<file path="config.mk">
export PLATFORM = sky130hd
export DESIGN_NAME = dag_edge_insert_cycle_check_core
export DESIGN_NICKNAME = d
export VERILOG_FILES = /design/src/rtl/dagci_pkg.sv /design/src/rtl/dag_edge_insert_cycle_check_core.sv /design/src/rtl/dagci_ram.sv
export SDC_FILE = /design/constraint.sdc
export NUM_CORES = 1
export LEC_CHECK = 0
export CAP_MARGIN = 20
export CORE_MARGIN = 2
export CORE_UTILIZATION = 60
export CTS_BUF_LIST = sky130_fd_sc_hd__clkbuf_2 sky130_fd_sc_hd__clkbuf_4 sky130_fd_sc_hd__clkbuf_8
export CTS_CLUSTER_DIAMETER = 150
export CTS_CLUSTER_SIZE = 20
export DETAILED_ROUTE_END_ITERATION = 6
export DONT_BUFFER_PORTS = 1
export PLACE_DENSITY = 0.8
export SLEW_MARGIN = 20
export SYNTH_ARGS = -nofsm -noshare
export SYNTH_HDL_FRONTEND = slang
export SYNTH_HIERARCHICAL = 1
export SYNTH_SLANG_ARGS = --single-unit
</file>
<file path="constraint.sdc">
create_clock -name clk -period 8.4 [get_ports clk]
set_input_delay 0.84 -clock clk [delete_from_list [all_inputs] [get_ports clk]]
set_output_delay 0.84 -clock clk [all_outputs]
set_load 0.01 [all_outputs]
</file>
<file path="src/rtl/dagci_pkg.sv">
//------------------------------------------------------------------------------
// dagci_pkg
// Shared types, status codes and the sequencer program for the DAG edge
// insertion core.
//------------------------------------------------------------------------------
package dagci_pkg;

	// default graph size
	localparam int NODE_COUNT_DFLT = 16;

	// request opcodes
	localparam logic OP_ADD = 1'b0;
	localparam logic OP_DEL = 1'b1;

	// result status codes
	localparam logic [2:0] STS_ADDED   = 3'd0;
	localparam logic [2:0] STS_SELF    = 3'd1;
	localparam logic [2:0] STS_DUP     = 3'd2;
	localparam logic [2:0] STS_CYCLE   = 3'd3;
	localparam logic [2:0] STS_REMOVED = 3'd4;
	localparam logic [2:0] STS_ABSENT  = 3'd5;

	// request transaction
	typedef struct packed {
		logic       operation;
		logic [3:0] source_node;
		logic [3:0] dest_node;
	} cmd_t;

	// result transaction
	typedef struct packed {
		logic [2:0] status;
		logic [6:0] edge_total;
	} rsp_t;

	// sequencer steps
	typedef enum logic [2:0] {
		STEP_IDLE,
		STEP_RD_SRC,
		STEP_RD_DST,
		STEP_CHECK,
		STEP_PICK,
		STEP_MERGE
	} step_t;

	// row read address select
	typedef enum logic [1:0] {
		RD_NONE,
		RD_SRC,
		RD_DST,
		RD_PICK
	} rd_sel_t;

	// datapath action
	typedef enum logic [2:0] {
		ACT_NONE,
		ACT_LATCH,
		ACT_CHECK,
		ACT_PICK,
		ACT_MERGE
	} act_t;

	// jump condition
	typedef enum logic [2:0] {
		JC_NEVER,
		JC_ALWAYS,
		JC_BAD,
		JC_NOT_FREE,
		JC_SEARCH_END
	} jcond_t;

	// one control word
	typedef struct packed {
		rd_sel_t rd;
		act_t    act;
		jcond_t  cond;
		step_t   target;
	} ctl_t;

	// program ROM: a taken jump to idle ends the transaction
	function automatic ctl_t ucode(input step_t step);
		ctl_t w;
		case (step)
			STEP_RD_SRC: w = '{RD_SRC,  ACT_NONE,  JC_BAD,        STEP_IDLE};
			STEP_RD_DST: w = '{RD_DST,  ACT_LATCH, JC_NEVER,      STEP_IDLE};
			STEP_CHECK:  w = '{RD_NONE, ACT_CHECK, JC_NOT_FREE,   STEP_IDLE};
			STEP_PICK:   w = '{RD_PICK, ACT_PICK,  JC_SEARCH_END, STEP_IDLE};
			STEP_MERGE:  w = '{RD_NONE, ACT_MERGE, JC_ALWAYS,     STEP_PICK};
			default:     w = '{RD_NONE, ACT_NONE,  JC_NEVER,      STEP_IDLE};
		endcase
		return w;
	endfunction

endpackage

</file>
<file path="src/rtl/dag_edge_insert_cycle_check_core.sv">
//------------------------------------------------------------------------------
// dag_edge_insert_cycle_check_core
// Directed acyclic graph keeper with checked edge insertion and deletion.
//------------------------------------------------------------------------------
// One request transaction is taken when start is high and busy is low; its
// single result appears for one cycle with done high, and must be taken then:
// the receiver cannot stall. A new request is accepted in the same cycle that
// the previous result is shown. Rejects for bad endpoints are decided in the
// source read step, delete and duplicate answers in the check step; an add
// that runs the reachability walk ends in a pick step, after expanding the
// rows of at most NODE_COUNT-1 nodes. The walk is bounded by the single read
// port of the adjacency RAM: each expanded node costs one row read and one
// merge step. The adjacency rows sit in a RAM with a valid flag per row, so
// the graph is empty right after reset without any clearing pass.
//------------------------------------------------------------------------------
module dag_edge_insert_cycle_check_core
	import dagci_pkg::*;
#(
	parameter int NODE_COUNT = NODE_COUNT_DFLT
) (
	input  logic clk,
	input  logic arst_n,
	input  logic start,
	output logic busy,
	input  cmd_t req,
	output logic done,
	output rsp_t rsp
);

	localparam int NW = (NODE_COUNT > 1) ? $clog2(NODE_COUNT) : 1;

	typedef logic [NODE_COUNT-1:0] row_t;

	localparam row_t ONE = row_t'(1);

	// sequencer and datapath registers
	step_t          pc_q;
	logic           op_q;
	logic [3:0]     src_q;
	logic [3:0]     dst_q;
	row_t           row_q;
	row_t           reach_q;
	row_t           visited_q;
	logic [6:0]     cnt_q;
	row_t           row_vld_q;
	logic [NW-1:0]  rd_idx_q;
	logic           done_q;
	rsp_t           rsp_q;

	// combinational signals
	ctl_t           ctl;
	logic           jump;
	logic           fin;
	logic [2:0]     fin_sts;
	logic [6:0]     cnt_nxt;
	logic [NW-1:0]  raddr;
	logic           we;
	logic [NW-1:0]  waddr;
	row_t           wdata;
	row_t           ram_rdata;
	row_t           rdata;
	row_t           frontier;
	logic [NW-1:0]  pick;
	logic [NW-1:0]  src_idx;
	logic [NW-1:0]  dst_idx;
	row_t           src_bit;
	row_t           dst_bit;
	logic           bad;
	logic           fwd_hit;
	logic           rev_hit;
	logic           src_reached;

	// adjacency row storage
	dagci_ram #(
		.WIDTH (NODE_COUNT),
		.DEPTH (NODE_COUNT)
	) u_adj (
		.clk   (clk),
		.we    (we),
		.waddr (waddr),
		.wdata (wdata),
		.raddr (raddr),
		.rdata (ram_rdata)
	);

	// rows never written read as empty
	assign rdata = row_vld_q[rd_idx_q] ? ram_rdata : '0;

	// endpoint decode
	assign src_idx = NW'(src_q);
	assign dst_idx = NW'(dst_q);
	assign src_bit = ONE << src_q;
	assign dst_bit = ONE << dst_q;
	assign bad     = (32'(src_q) >= NODE_COUNT) || (32'(dst_q) >= NODE_COUNT)
		|| (src_q == dst_q);
	// row_q holds row[src], rdata holds row[dst] during the check step
	assign fwd_hit = row_q[dst_idx];
	assign rev_hit = rdata[src_idx];

	// walk frontier and lowest pending node
	assign frontier    = reach_q & ~visited_q;
	assign src_reached = reach_q[src_idx];

	always_comb begin
		pick = '0;
		for (int i = NODE_COUNT - 1; i >= 0; i--) begin
			if (frontier[i]) begin
				pick = NW'(i);
			end
		end
	end

	// control word fetch and jump decision
	always_comb begin
		ctl = ucode(pc_q);
		case (ctl.cond)
			JC_ALWAYS:     jump = 1'b1;
			JC_BAD:        jump = bad;
			JC_NOT_FREE:   jump = (op_q == OP_DEL) || fwd_hit || rev_hit;
			JC_SEARCH_END: jump = src_reached || (frontier == '0);
			default:       jump = 1'b0;
		endcase
		fin = jump && (ctl.target == STEP_IDLE);
	end

	// read address select
	always_comb begin
		case (ctl.rd)
			RD_SRC:  raddr = src_idx;
			RD_DST:  raddr = dst_idx;
			RD_PICK: raddr = pick;
			default: raddr = rd_idx_q;
		endcase
	end

	// result status, row write and edge count update
	always_comb begin
		fin_sts = STS_ABSENT;
		we      = 1'b0;
		waddr   = src_idx;
		wdata   = row_q;
		cnt_nxt = cnt_q;
		case (ctl.act)
			ACT_NONE: begin
				fin_sts = (op_q == OP_DEL) ? STS_ABSENT : STS_SELF;
			end
			ACT_CHECK: begin
				if (op_q == OP_ADD) begin
					fin_sts = STS_DUP;
				end else if (fwd_hit) begin
					fin_sts = STS_REMOVED;
					we      = 1'b1;
					wdata   = row_q & ~dst_bit;
					cnt_nxt = cnt_q - 7'd1;
				end else if (rev_hit) begin
					fin_sts = STS_REMOVED;
					we      = 1'b1;
					waddr   = dst_idx;
					wdata   = rdata & ~src_bit;
					cnt_nxt = cnt_q - 7'd1;
				end else begin
					fin_sts = STS_ABSENT;
				end
			end
			ACT_PICK: begin
				if (src_reached) begin
					fin_sts = STS_CYCLE;
				end else begin
					fin_sts = STS_ADDED;
					we      = fin;
					wdata   = row_q | dst_bit;
					cnt_nxt = fin ? cnt_q + 7'd1 : cnt_q;
				end
			end
			default: begin
				fin_sts = STS_ABSENT;
			end
		endcase
	end

	// step counter
	always_ff @(posedge clk or negedge arst_n) begin
		if (!arst_n) begin
			pc_q <= STEP_IDLE;
		end else if (pc_q == STEP_IDLE) begin
			if (start) begin
				pc_q <= STEP_RD_SRC;
			end
		end else if (jump) begin
			pc_q <= ctl.target;
		end else begin
			pc_q <= step_t'(pc_q + 3'd1);
		end
	end

	// graph state and walk registers
	always_ff @(posedge clk or negedge arst_n) begin
		if (!arst_n) begin
			cnt_q     <= '0;
			row_vld_q <= '0;
			reach_q   <= '0;
			visited_q <= '0;
			done_q    <= 1'b0;
		end else begin
			cnt_q  <= cnt_nxt;
			done_q <= fin;
			if (we) begin
				row_vld_q[waddr] <= 1'b1;
			end
			case (ctl.act)
				ACT_CHECK: begin
					reach_q   <= dst_bit;
					visited_q <= '0;
				end
				ACT_PICK: begin
					// nothing is marked once the frontier has run dry
					visited_q <= visited_q | (frontier & (ONE << pick));
				end
				ACT_MERGE: begin
					reach_q <= reach_q | rdata;
				end
				default: begin
					reach_q <= reach_q;
				end
			endcase
		end
	end

	// request capture, row latch and result register
	always_ff @(posedge clk) begin
		rd_idx_q <= raddr;
		if (pc_q == STEP_IDLE && start) begin
			op_q  <= req.operation;
			src_q <= req.source_node;
			dst_q <= req.dest_node;
		end
		if (ctl.act == ACT_LATCH) begin
			row_q <= rdata;
		end
		if (fin) begin
			rsp_q.status     <= fin_sts;
			rsp_q.edge_total <= cnt_nxt;
		end
	end

	assign busy = (pc_q != STEP_IDLE);
	assign done = done_q;
	assign rsp  = rsp_q;

	// a transaction ends only with its result
	a_busy_end: assert property (@(posedge clk) disable iff (!arst_n)
		$fell(busy) |-> done)
		else $error("sequencer returned to idle without a result");

	// the reported total is the stored count
	a_total: assert property (@(posedge clk) disable iff (!arst_n)
		done |-> (rsp.edge_total == cnt_q))
		else $error("edge total does not match stored count");

	// edge count only moves when a result is issued
	a_cnt_move: assert property (@(posedge clk) disable iff (!arst_n)
		!$stable(cnt_q) |-> done)
		else $error("edge count changed without a result");

	// an accepted add grows the count by one
	a_add_inc: assert property (@(posedge clk) disable iff (!arst_n)
		(done && (rsp.status == STS_ADDED)) |-> (cnt_q == $past(cnt_q) + 7'd1))
		else $error("added edge not counted");

	// expanded nodes are always inside the reached set
	a_visited: assert property (@(posedge clk) disable iff (!arst_n)
		(visited_q & ~reach_q) == '0)
		else $error("walk expanded a node that was not reached");

endmodule

</file>
<file path="src/rtl/dagci_ram.sv">
//------------------------------------------------------------------------------
// dagci_ram
// Generic single write port, single read port RAM with registered read data.
//------------------------------------------------------------------------------
module dagci_ram #(
	parameter int WIDTH = 16,
	parameter int DEPTH = 16
) (
	input  logic                     clk,
	input  logic                     we,
	input  logic [$clog2(DEPTH)-1:0] waddr,
	input  logic [WIDTH-1:0]         wdata,
	input  logic [$clog2(DEPTH)-1:0] raddr,
	output logic [WIDTH-1:0]         rdata
);

	logic [WIDTH-1:0] mem [DEPTH];

	// write port and registered read port
	always_ff @(posedge clk) begin
		if (we) begin
			mem[waddr] <= wdata;
		end
		rdata <= mem[raddr];
	end

endmodule
</file>
==> reports/qor.csv <==
metric,value,unit
layout_commonest_cell,edfxtp_1,
n_antenna_cell,0,
synth.distinct_cells,75,
max-cap-violations,0,
dr.first_iter.drc_count,1568,
tns,0,ps
wire_per_inst,26.73,µm
synth_top_area_cell,edfxtp_1,
regArea,10620,µm²
rows,59,
viasPerCell,6.824,
antenna_found_initial,0,
core_area,26130,µm²
drtAntennaViolNets,0,
final-setup-viol-count,0,
ir_drop,0.3282,mV
min_path_type,input port to async pin,
floorplan.initialDensity,61.43,%
clkPwrFrac,14.1,%
wirelength,36970,µm
route.vias.total,9438,
skew,28.63,ps
finalHoldViolCount,0,
worst_pin_slew,1134,ps
max_slew_margin,23.20,%
place_congestion,0.9832,
async_flop_share,15.95,%
drive_above_1_share,18.03,%
start_kind,flop,
crit_path_max_fanout,28,
cts_setup_buffers,0,
placed_area,16460,µm²
pwr-share-seq,42.1,%
clkSlewWorstSetupHoldPaths,130,ps
dp.cells,1342,
die_area,28080,µm²
syn-num-nets,1057,
firstDrtPassIters,6,
slew_viol_final,0,
p_sw,0.002341,W
area_growth,5.642,%
end_kind,flop,
cp.arrival,5330,ps
grt_usage,26.72,%
multi_input_area,5219,µm²
die_h,167.6,µm
synth_cells,1038,
yosysSeqAreaShare,66.12,%
ys_seq_elements,370,
ys.flop_type,edfxtp_1,
grt_setup_unrepaired,false,
switching_share,38.63,%
cts_buffers,22,
powerDensity,357.3,nW/µm²
hold_slack,106.6,ps
power_leakage,5.693,nW
cp_data_required_time,8610,ps
ys_warn_count,6,
final_util,64.90,%
synth-edff-count,291,
fillers,1806,
cts_tree,yes,
first_global_vias,9225,
p_int,0.003719,W
layout_common_cells,"edfxtp_1, nand2_1, mux4_2",
cts.sinks,370,
fmax,0.1956,GHz
synth_area_leaders,"edfxtp_1, mux4_2, dfrtp_1",
fin_area,16960,µm²
cts_root_buffer,clkbuf_8,
combPwrFrac,43.8,%
grt_start_max_net_pins,66,
htree_levels,1,
nets,1051,
clk_latency,590,ps
grt-ovfl-total,0,
ctsLongestPathBuffers,3,
drc,0,
status,finished clean,
fin_crit,5113,ps
syn_area,16050,µm²
fp.dieW,167.6,µm
grt_pass1_wl,56150,µm
stdcell_count,1383,
synth_top_area_share,54.43,%
ios,24,
io_buffer_count,0,
fin_crit_sh,60.86,%
ctsResizeCount,0,
dpl.hpwl,24590,µm
syn_avg_cell_area,15.47,µm²
criticalPathCategory,flop to flop,
==> state kept, by name, indices dropped and copies added, names as in the netlist, 7 cells and up <==
signal,count
u_adj/mem,256
rsp,10
row_vld_q,16
u_adj/rdata,16
visited_q,16
cnt_q,7
row_q,16
reach_q,16
==> synthesized netlist by cell type, drive strengths merged, types with 8 or more instances <==
master and n:
nand2b 20, mux2i 8, nor2b 23, inv 14, nand2 73, o21a 10
clkbuf 31, nor2 59, mux4 80, buf 23, a31o 16, o21ai 53
a22oi 37, o211ai 10, dfrtp 59, a21oi 46, dfxtp 20, edfxtp 291
a211oi 10, nand3 17, and2 22, nor3 15
==> stage by stage <==
step,setup WS [ps],power (W)
2_1_floorplan,3949,0.004423
3_3_place_gp,3544,0.005138
3_5_place_dp,3409,0.005173
4_1_cts,3393,0.006025
5_1_grt,3037,0.006327
6_report,3287,0.006061
==> final timing paths <==
check                      startpoint               to  slack, ps  cells past startpoint
max in group asynchronous      arst_n      reach_q[15]       8040                      1
min in group clk               req[1]       dst_idx[1]        340                      0
min                            arst_n         cnt_q[4]        110                      1
max reg2reg                dst_idx[1]  u_adj/mem[1][4]       3290                      8
max                        dst_idx[1]  u_adj/mem[1][4]       3290                      8
min reg2reg                  cnt_q[6]         cnt_q[6]        480                      1
==> critical path: stages (launching register included) <==
cell and delay (ps):
edfxtp_1 950, mux4_2 600, nand3_1 140, nand4_4 280
nor3b_4 650, nand2_4 380, mux2_2 410, or3b_2 570
nor2_2 750
==> layer usage <==
| layer | up-vias | part of all wire [%] | routed length, µm | global-route usage [%] |
|---|---|---|---|---|
| met3 | 73 | 8.1 | 2985 | 3.758 |
| met1 | 4797 | 39 | 14370 | 37.37 |
| met5 | - | 0 | 0 | 0 |
| met2 | 498 | 50 | 18370 | 44.22 |
| li1 | 4070 | - | - | - |
| met4 | 0 | 3.3 | 1235 | 8.696 |
==> power groups by stage <==
stage	clock (W)	combinational [W]	sequential [W]
after detailed placement	0	0.00259	0.00258
after floorplan	0	0.00197	0.00245
after global routing	0.000936	0.00282	0.00257
after global placement	0	0.00256	0.00257
final	0.000855	0.00266	0.00255
after CTS	0.000874	0.00261	0.00254
==> layout make-up <==
type / count / share of cell area, %
flip-flops and latches: 370 / 62.59
multi-input cells: 600 / 30.77
clock buffers: 38 / 2.494
well taps: 335 / 2.471
repair buffers: 24 / 1.203
inverters: 14 / 0.3098
clock inverters: 2 / 0.1623
==> cells by family (layout without fill, tap and decap cells) <==
group | Yosys count | after routing | share of synthesized area (%)
AO/OA/AOI/OAI | 221 | 221 | 9.500
XOR/XNOR | 10 | 10 | 0.5455
adder cells (fa/ha/maj) | 7 | 7 | 0.5455
buffers and inverters | 68 | 78 | 2.073
flip-flops | 370 | 370 | 66.12
multiplexers | 93 | 93 | 12.35
AND/OR/NAND/NOR | 269 | 269 | 8.861
==> repair_timing <==
action                                  in CTS  in global routing
hold endpoints to repair                    59                  0
hold buffers                                 1                  0
endpoints found under the setup margin       0                  0
Power figures use the tool's default switching activity.
